**src/rtl/bmd_pkg.sv**
```systemverilog
`timescale 1ns / 1ps
`default_nettype none

package bmd_pkg;

   // width and reset value of the capacity register
   localparam int unsigned CFG_W = 5;
   localparam logic [CFG_W-1:0] CAP_RESET = 5'd16;

   // command carried in req_tuser
   typedef enum logic [1:0] {
      CMD_PUSH      = 2'd0,
      CMD_POP_FRONT = 2'd1,
      CMD_POP_BACK  = 2'd2,
      CMD_NOP       = 2'd3
   } cmd_type;

   // status carried in rsp_tuser
   typedef enum logic [1:0] {
      ST_OK    = 2'd0,
      ST_FULL  = 2'd1,
      ST_EMPTY = 2'd2,
      ST_DUP   = 2'd3
   } status_type;

endpackage : bmd_pkg

`default_nettype wire

```
**src/rtl/bounded_monotonic_deque.sv**
```systemverilog
`timescale 1ns / 1ps
`default_nettype none
// Bounded monotonic increasing deque, entries held in one ring memory.
// Request channel (req_*): req_tuser carries the command (push, pop front,
// pop back, no-op), req_tdata the signed value to push. Response channel
// (rsp_*): one item per request, rsp_tdata holds the popped value and the
// entry count after the operation, rsp_tuser the status code.
// Capacity is written through csr_wen/csr_wdata; the user must write it only
// while the block is idle, which the block itself does not enforce. Values
// above DEPTH act as DEPTH. A request is taken in the idle cycle. Full pushes,
// empty pops, no-ops and pushes into an empty deque answer in that same cycle
// (the response is registered). A pop reads the memory once. A push onto a
// non-empty deque reads the back entry and then evicts one entry per cycle
// through the registered memory read port. Each entry is evicted at most once.
// The response sits in an output register; the next request is taken while
// it waits. If rsp_tready stays low the finished result is parked and the
// block stops taking requests until the output register drains.
// Reset clears count, front pointer, capacity (to 16) and the output valid;
// the memory itself is not cleared and only written entries are read.
module bounded_monotonic_deque #(
   parameter int unsigned DEPTH      = 16,
   parameter int unsigned DATA_WIDTH = 32
) (
   input  wire logic                                   clock,
   input  wire logic                                   reset,
   // capacity register
   input  wire logic                                   csr_wen,
   input  wire logic [bmd_pkg::CFG_W-1:0]              csr_wdata,
   // request: tdata = value; tuser = command
   input  wire logic                                   req_tvalid,
   output logic                                        req_tready,
   input  wire logic [((DATA_WIDTH+7)/8)*8-1:0]        req_tdata,
   input  wire logic [1:0]                             req_tuser,
   // response: tdata = result_value, entry_count; tuser = status
   output logic                                        rsp_tvalid,
   input  wire logic                                   rsp_tready,
   output logic [((DATA_WIDTH+$clog2(DEPTH+1)+7)/8)*8-1:0] rsp_tdata,
   output logic [1:0]                                  rsp_tuser
);
   import bmd_pkg::*;

   localparam int unsigned AW    = (DEPTH > 1) ? $clog2(DEPTH) : 1;
   localparam int unsigned CW    = $clog2(DEPTH + 1);
   localparam int unsigned LW    = (CW > CFG_W) ? CW : CFG_W;
   localparam int unsigned RSP_W = ((DATA_WIDTH + CW + 7) / 8) * 8;

   typedef enum logic [1:0] {
      S_IDLE,
      S_CMP,
      S_POP,
      S_HOLD
   } state_type;

   // ring position of an offset from a base, wrapping at DEPTH
   function automatic logic [AW-1:0] slot_of(input logic [AW-1:0] base,
                                             input logic [AW-1:0] off);
      logic [AW:0] sum;
      sum = {1'b0, base} + {1'b0, off};
      if (sum >= (AW+1)'(DEPTH))
         sum = sum - (AW+1)'(DEPTH);
      return sum[AW-1:0];
   endfunction

   state_type                     state_ff, state_in;
   logic [CW-1:0]                 count_ff, count_in;
   logic [AW-1:0]                 front_ff, front_in;
   logic [CFG_W-1:0]              cap_ff;
   cmd_type                       cmd_ff;
   logic signed [DATA_WIDTH-1:0]  val_ff;

   logic                          rsp_valid_ff;
   logic signed [DATA_WIDTH-1:0]  rsp_value_ff, hold_value_ff;
   status_type                    rsp_status_ff, hold_status_ff;
   logic [CW-1:0]                 rsp_count_ff, hold_count_ff;

   logic signed [DATA_WIDTH-1:0]  entries_mem [DEPTH];
   logic signed [DATA_WIDTH-1:0]  rd_data_ff;
   logic [AW-1:0]                 rd_addr;
   logic                          wr_en;
   logic [AW-1:0]                 wr_addr;
   logic signed [DATA_WIDTH-1:0]  wr_data;

   logic                          fin_go;
   logic signed [DATA_WIDTH-1:0]  fin_value;
   status_type                    fin_status;

   logic                          accept;
   logic                          out_free;
   cmd_type                       req_cmd;
   logic signed [DATA_WIDTH-1:0]  req_val;
   logic [CW-1:0]                 cnt_m1;
   logic [CW-1:0]                 cnt_m2;
   logic [CW-1:0]                 cnt_p1;
   logic [LW-1:0]                 limit;
   logic                          is_full;

   assign req_tready = (state_ff == S_IDLE);
   assign accept     = req_tvalid && req_tready;
   assign out_free   = !rsp_valid_ff || rsp_tready;
   assign req_cmd    = cmd_type'(req_tuser);
   assign req_val    = req_tdata[DATA_WIDTH-1:0];

   assign cnt_m1 = count_ff - CW'(1);
   assign cnt_m2 = count_ff - CW'(2);
   assign cnt_p1 = count_ff + CW'(1);

   // effective capacity: the register clipped to DEPTH
   assign limit   = (LW'(cap_ff) > LW'(DEPTH)) ? LW'(DEPTH) : LW'(cap_ff);
   assign is_full = (LW'(count_ff) >= limit);

   // entry ring memory, one write and one registered read port.
   // writes only happen when an item finishes and the next read comes from a
   // later item, so no forwarding is needed
   always_ff @(posedge clock) begin
      if (wr_en)
         entries_mem[wr_addr] <= wr_data;
      rd_data_ff <= entries_mem[rd_addr];
   end

   // next-state, memory access and completion
   always_comb begin
      state_in   = state_ff;
      count_in   = count_ff;
      front_in   = front_ff;
      rd_addr    = slot_of(front_ff, cnt_m1[AW-1:0]);
      wr_en      = 1'b0;
      wr_addr    = slot_of(front_ff, count_ff[AW-1:0]);
      wr_data    = val_ff;
      fin_go     = 1'b0;
      fin_value  = '0;
      fin_status = ST_OK;

      case (state_ff)
         S_IDLE: begin
            if (accept) begin
               case (req_cmd)
                  CMD_PUSH: begin
                     if (is_full) begin
                        fin_go     = 1'b1;
                        fin_status = ST_FULL;
                     end else if (count_ff == '0) begin
                        // empty: append without a read
                        wr_en    = 1'b1;
                        wr_data  = req_val;
                        count_in = CW'(1);
                        fin_go   = 1'b1;
                     end else begin
                        // read the back entry
                        state_in = S_CMP;
                     end
                  end
                  CMD_POP_FRONT, CMD_POP_BACK: begin
                     if (count_ff == '0) begin
                        fin_go     = 1'b1;
                        fin_status = ST_EMPTY;
                     end else begin
                        if (req_cmd == CMD_POP_FRONT)
                           rd_addr = front_ff;
                        state_in = S_POP;
                     end
                  end
                  default: begin
                     fin_go = 1'b1;
                  end
               endcase
            end
         end

         S_CMP: begin
            // rd_data_ff is the entry at count_ff - 1
            if (rd_data_ff > val_ff) begin
               count_in = cnt_m1;
               if (cnt_m1 == '0) begin
                  wr_en    = 1'b1;
                  wr_addr  = front_ff;
                  count_in = CW'(1);
                  fin_go   = 1'b1;
               end else begin
                  rd_addr = slot_of(front_ff, cnt_m2[AW-1:0]);
               end
            end else if (rd_data_ff == val_ff) begin
               fin_go     = 1'b1;
               fin_status = ST_DUP;
            end else begin
               wr_en    = 1'b1;
               count_in = cnt_p1;
               fin_go   = 1'b1;
            end
         end

         S_POP: begin
            fin_go    = 1'b1;
            fin_value = rd_data_ff;
            count_in  = cnt_m1;
            if (cnt_m1 == '0)
               front_in = '0;
            else if (cmd_ff == CMD_POP_FRONT)
               front_in = slot_of(front_ff, AW'(1));
         end

         S_HOLD: begin
            if (out_free)
               state_in = S_IDLE;
         end

         default: begin
            state_in = S_IDLE;
         end
      endcase

      // a finished item either goes out or waits in the hold registers
      if (fin_go)
         state_in = out_free ? S_IDLE : S_HOLD;
   end

   // state, pointers, capacity and response registers
   always_ff @(posedge clock) begin
      if (reset) begin
         state_ff     <= S_IDLE;
         count_ff     <= '0;
         front_ff     <= '0;
         cap_ff       <= CAP_RESET;
         rsp_valid_ff <= 1'b0;
      end else begin
         state_ff <= state_in;
         count_ff <= count_in;
         front_ff <= front_in;
         if (csr_wen)
            cap_ff <= csr_wdata;

         if (accept) begin
            cmd_ff <= req_cmd;
            val_ff <= req_val;
         end

         if (fin_go && out_free) begin
            rsp_valid_ff  <= 1'b1;
            rsp_value_ff  <= fin_value;
            rsp_status_ff <= fin_status;
            rsp_count_ff  <= count_in;
         end else if (fin_go) begin
            hold_value_ff  <= fin_value;
            hold_status_ff <= fin_status;
            hold_count_ff  <= count_in;
         end else if (state_ff == S_HOLD && out_free) begin
            rsp_valid_ff  <= 1'b1;
            rsp_value_ff  <= hold_value_ff;
            rsp_status_ff <= hold_status_ff;
            rsp_count_ff  <= hold_count_ff;
         end else if (rsp_tready) begin
            rsp_valid_ff <= 1'b0;
         end
      end
   end

   assign rsp_tvalid = rsp_valid_ff;
   assign rsp_tdata  = RSP_W'({rsp_count_ff, rsp_value_ff});
   assign rsp_tuser  = rsp_status_ff;

endmodule : bounded_monotonic_deque

`default_nettype wire

```
**config.mk**
```make
export PLATFORM = sky130hd
export DESIGN_NAME = bounded_monotonic_deque
export DESIGN_NICKNAME = d
export VERILOG_FILES = /design/src/rtl/bmd_pkg.sv /design/src/rtl/bounded_monotonic_deque.sv
export SDC_FILE = /design/constraint.sdc
export NUM_CORES = 1
export LEC_CHECK = 0
export BUFFER_PORTS_ARGS = -buffer_cell sky130_fd_sc_hd__buf_2
export CAP_MARGIN = 10
export CORE_ASPECT_RATIO = 1.75
export CORE_MARGIN = 5
export CORE_UTILIZATION = 55
export CTS_CLUSTER_DIAMETER = 30
export DETAILED_ROUTE_END_ITERATION = 10
export PLACE_DENSITY = 0.82
export SLEW_MARGIN = 20
export SYNTH_ARGS = -nofsm -noshare
export SYNTH_HDL_FRONTEND = slang
export SYNTH_SLANG_ARGS = --single-unit
```
**constraint.sdc**
```tcl
create_clock -name clock -period 5.8 [get_ports clock]
set_clock_uncertainty 0.15 [all_clocks]
set_input_delay 1.16 -clock clock [delete_from_list [all_inputs] [get_ports clock]]
set_output_delay 1.16 -clock clock [all_outputs]
set_load 0.02 [all_outputs]
```
Yosys cells after proc, flatten, opt, wreduce, memory -nomap -nowiden
Memory sizes are Yosys's and may differ from the RTL's. A register that Yosys moved wholly into a read port is not among the register bits.
Cells that the tools add are included.
{"block": "totals", "ff_bits": 129, "latch_bits": 0, "ramBits": 512, "rom_bits": 0, "inputBits": 44, "out_inout_bits": 44, "wordCells": 143, "memories": 1}
{"block": "classes", "add_sub_neg": 11, "mul": 0, "div": 0, "n_lt_le_gt_ge": 7, "eq_ne": 14, "shift": 0, "mux": 75, "n_bitwise": 2, "reduce_logical": 20}
{"name": "entries_mem", "depth": 16, "word_bits": 32, "read_ports": 1, "rd_ports_with_merged_regs": 1, "wr": 1, "line": "bounded_monotonic_deque.sv:76", "rtl": "logic signed [DATA_WIDTH-1:0] entries_mem [DEPTH];"}
{"operator": "32-bit two-way mux", "n": 9}
{"operator": "4-bit two-way mux", "n": 15}
{"operator": "5-bit two-way mux", "n": 11}
{"operator": "32-bit equality test", "n": 1}
{"operator": "32-bit > comparator", "n": 1}
{"operator": "2-bit two-way mux", "n": 14}
{"operator": "5-bit >= comparator, second input constant", "n": 4}
{"operator": "1-bit two-way mux", "n": 17}
{"operator": "2-bit case mux with 2 select lines", "n": 4}
{"operator": "4-bit by 1-bit subtractor with 4-bit output, second input constant", "n": 4}
{"operator": "4-bit by 4-bit adder with 5-bit output", "n": 3}
{"operator": "5-bit case mux with 3 select lines", "n": 1}
{"operator": "4-bit != test, second input constant", "n": 3}
{"operator": "5-bit logical NOT", "n": 2}
{"operator": "4-bit case mux with 2 select lines", "n": 1}
{"operator": "7-bit AND reduction", "n": 1}
{"operator": "2-bit by 1-bit equality test with 1-bit output, second input constant", "n": 3}
{"operator": "2-bit equality test, second input constant", "n": 3}
{"operator": "2-bit AND reduction", "n": 3}
{"operator": "3-bit AND reduction", "n": 2}
{"operator": "3-bit nonzero test", "n": 2}
{"operator": "4-bit by 1-bit adder with 5-bit output, second input constant", "n": 1}
{"operator": "5-bit by 1-bit adder with 5-bit output, second input constant", "n": 1}
{"operator": "5-bit >= comparator", "n": 1}
{"operator": "16 further kinds", "n": 22}

Longest topological paths before layout
{"block": "logic_depth", "word_depth": 10, "ltp_mapped": 15, "depth_no_buf": 13}

Least setup slack after synthesis
No wires, ideal clock.
{"block": "synth_timing", "path_type": "input -> register", "from": "input port req_tuser[1]", "to": "register hold_count_ff[0], enable pin", "setup_time_ps": 484, "arrival_ps": 4746, "t_required_ps": 5166, "slack_ps": 420, "stages": 6, "path_buffers": 0, "path_cell_list": "inv_1 -> ha_1 -> a21oi_1 -> o21ba_2 -> o221a_2 -> nor3_1"}
{"block": "synth_via", "elab_chain_cells": 8, "elab_cells_between_ends": 10, "classes_between": "eq/ne: 2; mux: 3; bitwise: 1; reduce/logical: 4"}
{"element": "start: declaration", "line": "bounded_monotonic_deque.sv:33", "rtl": "input wire logic [1:0] req_tuser,"}
{"element": "2-bit by 1-bit equality test with 1-bit output or 2-bit equality test (tied branches)", "line": "bounded_monotonic_deque.sv:136", "rtl": "case (req_cmd)"}
{"element": "2-bit OR reduction", "line": "bounded_monotonic_deque.sv:136"}
{"element": "1-bit case mux with 2 select lines (*)", "line": "bounded_monotonic_deque.sv:136"}
{"element": "1-bit two-way mux (*)", "line": "bounded_monotonic_deque.sv:135", "rtl": "if (accept) begin"}
{"element": "1-bit case mux with 3 select lines (*)", "line": "bounded_monotonic_deque.sv:133", "rtl": "case (state_ff)"}
{"element": "1-bit logical AND", "line": "bounded_monotonic_deque.sv:236", "rtl": "if (fin_go && out_free) begin"}
{"element": "1-bit NOT (no line)"}
{"element": "3-bit AND reduction (no line) (*)"}
{"element": "end signal: assignment", "line": "bounded_monotonic_deque.sv:244", "rtl": "hold_count_ff <= count_in;"}
{"element": "end: declaration", "line": "bounded_monotonic_deque.sv:74", "rtl": "logic [CW-1:0] rsp_count_ff, hold_count_ff;"}
Every way passes the cells marked *; elsewhere a longest branch is shown, timed or not.
A chain may end at the register's enable or synchronous reset.

Worst setup path in the final report
{"block": "layout_timing", "from": "register rd_data_ff[19], read port of entries_mem", "to": "register rd_data_ff[29], read port of entries_mem"}
{"block": "layout_via", "elab_chain_cells": 3}
{"element": "start: declaration", "line": "bounded_monotonic_deque.sv:77", "rtl": "logic signed [DATA_WIDTH-1:0] rd_data_ff;"}
{"element": "32-bit > comparator", "line": "bounded_monotonic_deque.sv:171", "rtl": "if (rd_data_ff > val_ff) begin"}
{"element": "4-bit two-way mux", "line": "bounded_monotonic_deque.sv:171"}
{"element": "4-bit case mux with 2 select lines", "line": "bounded_monotonic_deque.sv:133"}
No other way between the ends.

==> results.sh <==
export IMPL_wire_length_of_the_first_global_routing_pass_mm=109
export IMPL_synthFlopType="edfxtp_1"
export IMPL_setup_violations_final=0
export IMPL_first_global_vias=18311
export IMPL_p_total_w=0.0198
export IMPL_area_growth_pct=13.4
export IMPL_cts_hold_buffers=0
export IMPL_drt_first_iter_violations=2251
export IMPL_final_antenna_net_count=0
export IMPL_use_met2_pct=42.5
export IMPL_postLayoutCellArea_mm2=0.0325
export IMPL_syn_mean_instance_area_um2=15.5
export IMPL_routed_via_count=17915
export IMPL_gr_usage_met3_pct=4.97
export IMPL_power_per_cell_area_mw_per_mm2=609
export IMPL_netlist_area_leader_share_pct=65.3
export IMPL_cts_inserted_buffers=68
export IMPL_path_class="flop to flop"
export IMPL_timing_critical_path_required_ns=6.08
export IMPL_cts_buffer_depth=3
export IMPL_yosysSeqAreaShare_pct=68.7
export IMPL_cpMaxStageDelayCell="or4_4"
export IMPL_synth_edf_count=624
export IMPL_port_buffers=84
export IMPL_ctsRootBufferMaster="clkbuf_16"
export IMPL_timing_worst_slew_pin_value_ns=1.07
export IMPL_timing_setup_tns_ns=0
export IMPL_synth_top_area_cell="edfxtp_1"
export IMPL_gpl_congestion=0.903
export IMPL_boundaryPins=88
export IMPL_crit_path_max_incr_delay_ns=0.70
export IMPL_gr_total_overflow=0
export IMPL_layout_common_cells="edfxtp_1, mux2i_1, and4_1, a2111oi_0, a211oi_1"
export IMPL_start_util_pct=55.6
export IMPL_antenna_found_initial=9
export IMPL_clock_tree_from_tritoncts="built"
export IMPL_detail_route_wirelength_mm=72.0
export IMPL_setup_repair_after_global_routing_missed_its_margin="false"
export IMPL_insertion_delay_ns=0.60
export IMPL_cts_setup_buffers=0
export IMPL_peakVddDrop_uv=1190
export IMPL_synthArstFlopShare_pct=0
export IMPL_run_status="completed"
export IMPL_die_area_mm2=0.0571
export IMPL_synth_ff_latch_count=673
export IMPL_achievable_frequency_mhz=191
export IMPL_layout_worst_path_cycle_share_pct=90.1
export IMPL_worst_setup_path_start_kind="flop"
export IMPL_leakagePower_nw=10.7
export IMPL_detail_route_drc_violations=0
export IMPL_timing_critical_path_cells="ha_1 > nand2_1 > o21ai_0 > a211oi_1 > o22ai_1 > nor3b_2 > or4_4 > nand3_4 > buf_4 > buf_12 > mux2i_1 > a2111oi_0 > or4_1"
export IMPL_drt_pass1_iterations=7
export IMPL_hold_violations=0
export IMPL_final_common_cell="edfxtp_1"
export IMPL_gr_usage_all_layers_pct=24.9
export IMPL_place_detailed_hpwl_mm=39.1
export IMPL_cts_htree_levels=3
export IMPL_grt_busiest_layer="met2"
export IMPL_fp_dieW_um=183
export IMPL_cts_resized_gates=0
export IMPL_final_core_utilization_pct=63.1
export IMPL_maxCapViolCount=0
export IMPL_floorplan_core_area_mm2=0.0516
export IMPL_final_hold_slack_ns=0.366
export IMPL_netlist_cell_type_count=65
export IMPL_final_net_count=2029
export IMPL_groute_layer_met1_usage_pct=29.8
export IMPL_fillCellCount=3401
export IMPL_worstHoldPathType="flop to flop"
export IMPL_clk_pin_slew_worst_paths_ns=0.07
export IMPL_synthTopCellsByArea="edfxtp_1, mux2i_1, and4_1"
export IMPL_path_max_fanout=33
export IMPL_numClockSinks=673
export IMPL_synth_warnings=0
export IMPL_timing_max_slew_rel_slack_pct=28.1
export IMPL_critPathArrivalTime_ns=5.51
export IMPL_rrSetupSlack_ns=0.57
export IMPL_fp_row_count=110
export IMPL_syn_area_mm2=0.0287
export IMPL_grt_start_max_net_pins=129
export IMPL_die_height_um=312
export IMPL_finalMaxSlewViolations=0
export IMPL_postSynthCellCount=1849
export IMPL_post_drt_via_cell_ratio=6.74
export IMPL_routedWlPerCell_um=27.1
export IMPL_dpl_cell_area_mm2=0.0303
export IMPL_fin_crit_ns=5.23
export IMPL_drive_gt1_share_pct=19.6
export IMPL_setup_worst_path_end_class="flop"
worst paths after layout:
check                               from                endpoint  cells past startpoint
hold reg to reg   cap_ff[2]$_SDFFE_PP0P_  cap_ff[2]$_SDFFE_PP0P_                      2
hold / removal    cap_ff[2]$_SDFFE_PP0P_  cap_ff[2]$_SDFFE_PP0P_                      2
setup reg to reg  rd_data_ff[19]$_DFF_P_  rd_data_ff[29]$_DFF_P_                     13
setup / recovery  rd_data_ff[19]$_DFF_P_  rd_data_ff[29]$_DFF_P_                     13
kinds of logic (layout without fill, tap and decap cells):
logic type	after synthesis	in the layout	synth area share (%)
mux	181	181	6.50
flops	673	673	68.7
compound gates	361	361	10.1
xor+xnor	20	20	0.610
buf+inv	202	333	3.34
simple gates	353	353	8.13
other cells	1	7	0.0131
fa+ha+maj	58	58	2.61
worst max-delay path, delay by kind of cell (launching register included):
kind | cells | cell delay, ns
fa+ha+maj | 1 | 0.31
flops | 1 | 0.36
simple gates | 5 | 2.04
buf+inv | 2 | 0.50
compound gates | 4 | 1.43
mux | 1 | 0.24
power breakdown:
| group | internal (W) | total (W) | switching [W] |
|---|---|---|---|
| logic | 0.00330 | 0.00918 | 0.00588 |
| registers | 0.00612 | 0.00635 | 0.000235 |
| clock network | 0.00237 | 0.00430 | 0.00192 |
| total | 0.0118 | 0.0198 | 0.00804 |
stage by stage:
step / setup slack [ns] / instances
6_report: 0.573 / 2658
5_1_grt: 0.416 / 2655
4_1_cts: 0.584 / 2654
3_5_place_dp: 0.663 / 2529
3_3_place_gp: 0.782 / 2529
2_1_floorplan: 0.420 / 1851
state kept, by name, indices dropped and copies added (netlist names), 2 cells and up:
signal	count
entries_mem	512
hold_value_ff	32
rd_data_ff	32
rsp_value_ff	32
val_ff	32
cap_ff	5
count_ff	5
hold_count_ff	5
rsp_count_ff	5
front_ff	4
cmd_ff	2
hold_status_ff	2
rsp_tuser	2
state_ff	2
layer usage:
metal	vias up	share of wire, %
li1	7655	-
met1	8803	34
met2	1178	51
met3	269	9.9
met4	10	5.3
met5	-	0.096
synth_stat cells (12+ instances only):
cell and number:
dfxtp_1 49, buf_2 36, o21ai_0 37, a21oi_1 29
inv_1 49, edfxtp_1 624, clkbuf_1 80, mux2_2 43
ha_1 55, a211oi_1 101, buf_6 12, and4_1 129
mux2i_1 138, a2111oi_0 128, xnor2_1 13, nand2_1 70
and2_1 37, nor2_1 42, buf_4 17, or4_1 32
a211oi_2 32
final cells by class:
| class | instances | area, µm² | share of cell area [%] |
|---|---|---|---|
| Sequential cell | 673 | 19700 | 60.6 |
| Multi-Input combinational cell | 976 | 8270 | 25.4 |
| Clock inverter | 46 | 418 | 1.28 |
| Timing Repair Buffer | 158 | 1310 | 4.04 |
| Antenna cell | 4 | 10.0 | 0.0308 |
| Tap cell | 672 | 841 | 2.58 |
| Clock buffer | 79 | 1780 | 5.48 |
| Inverter | 50 | 188 | 0.577 |
(Power assumes the default switching activity.)
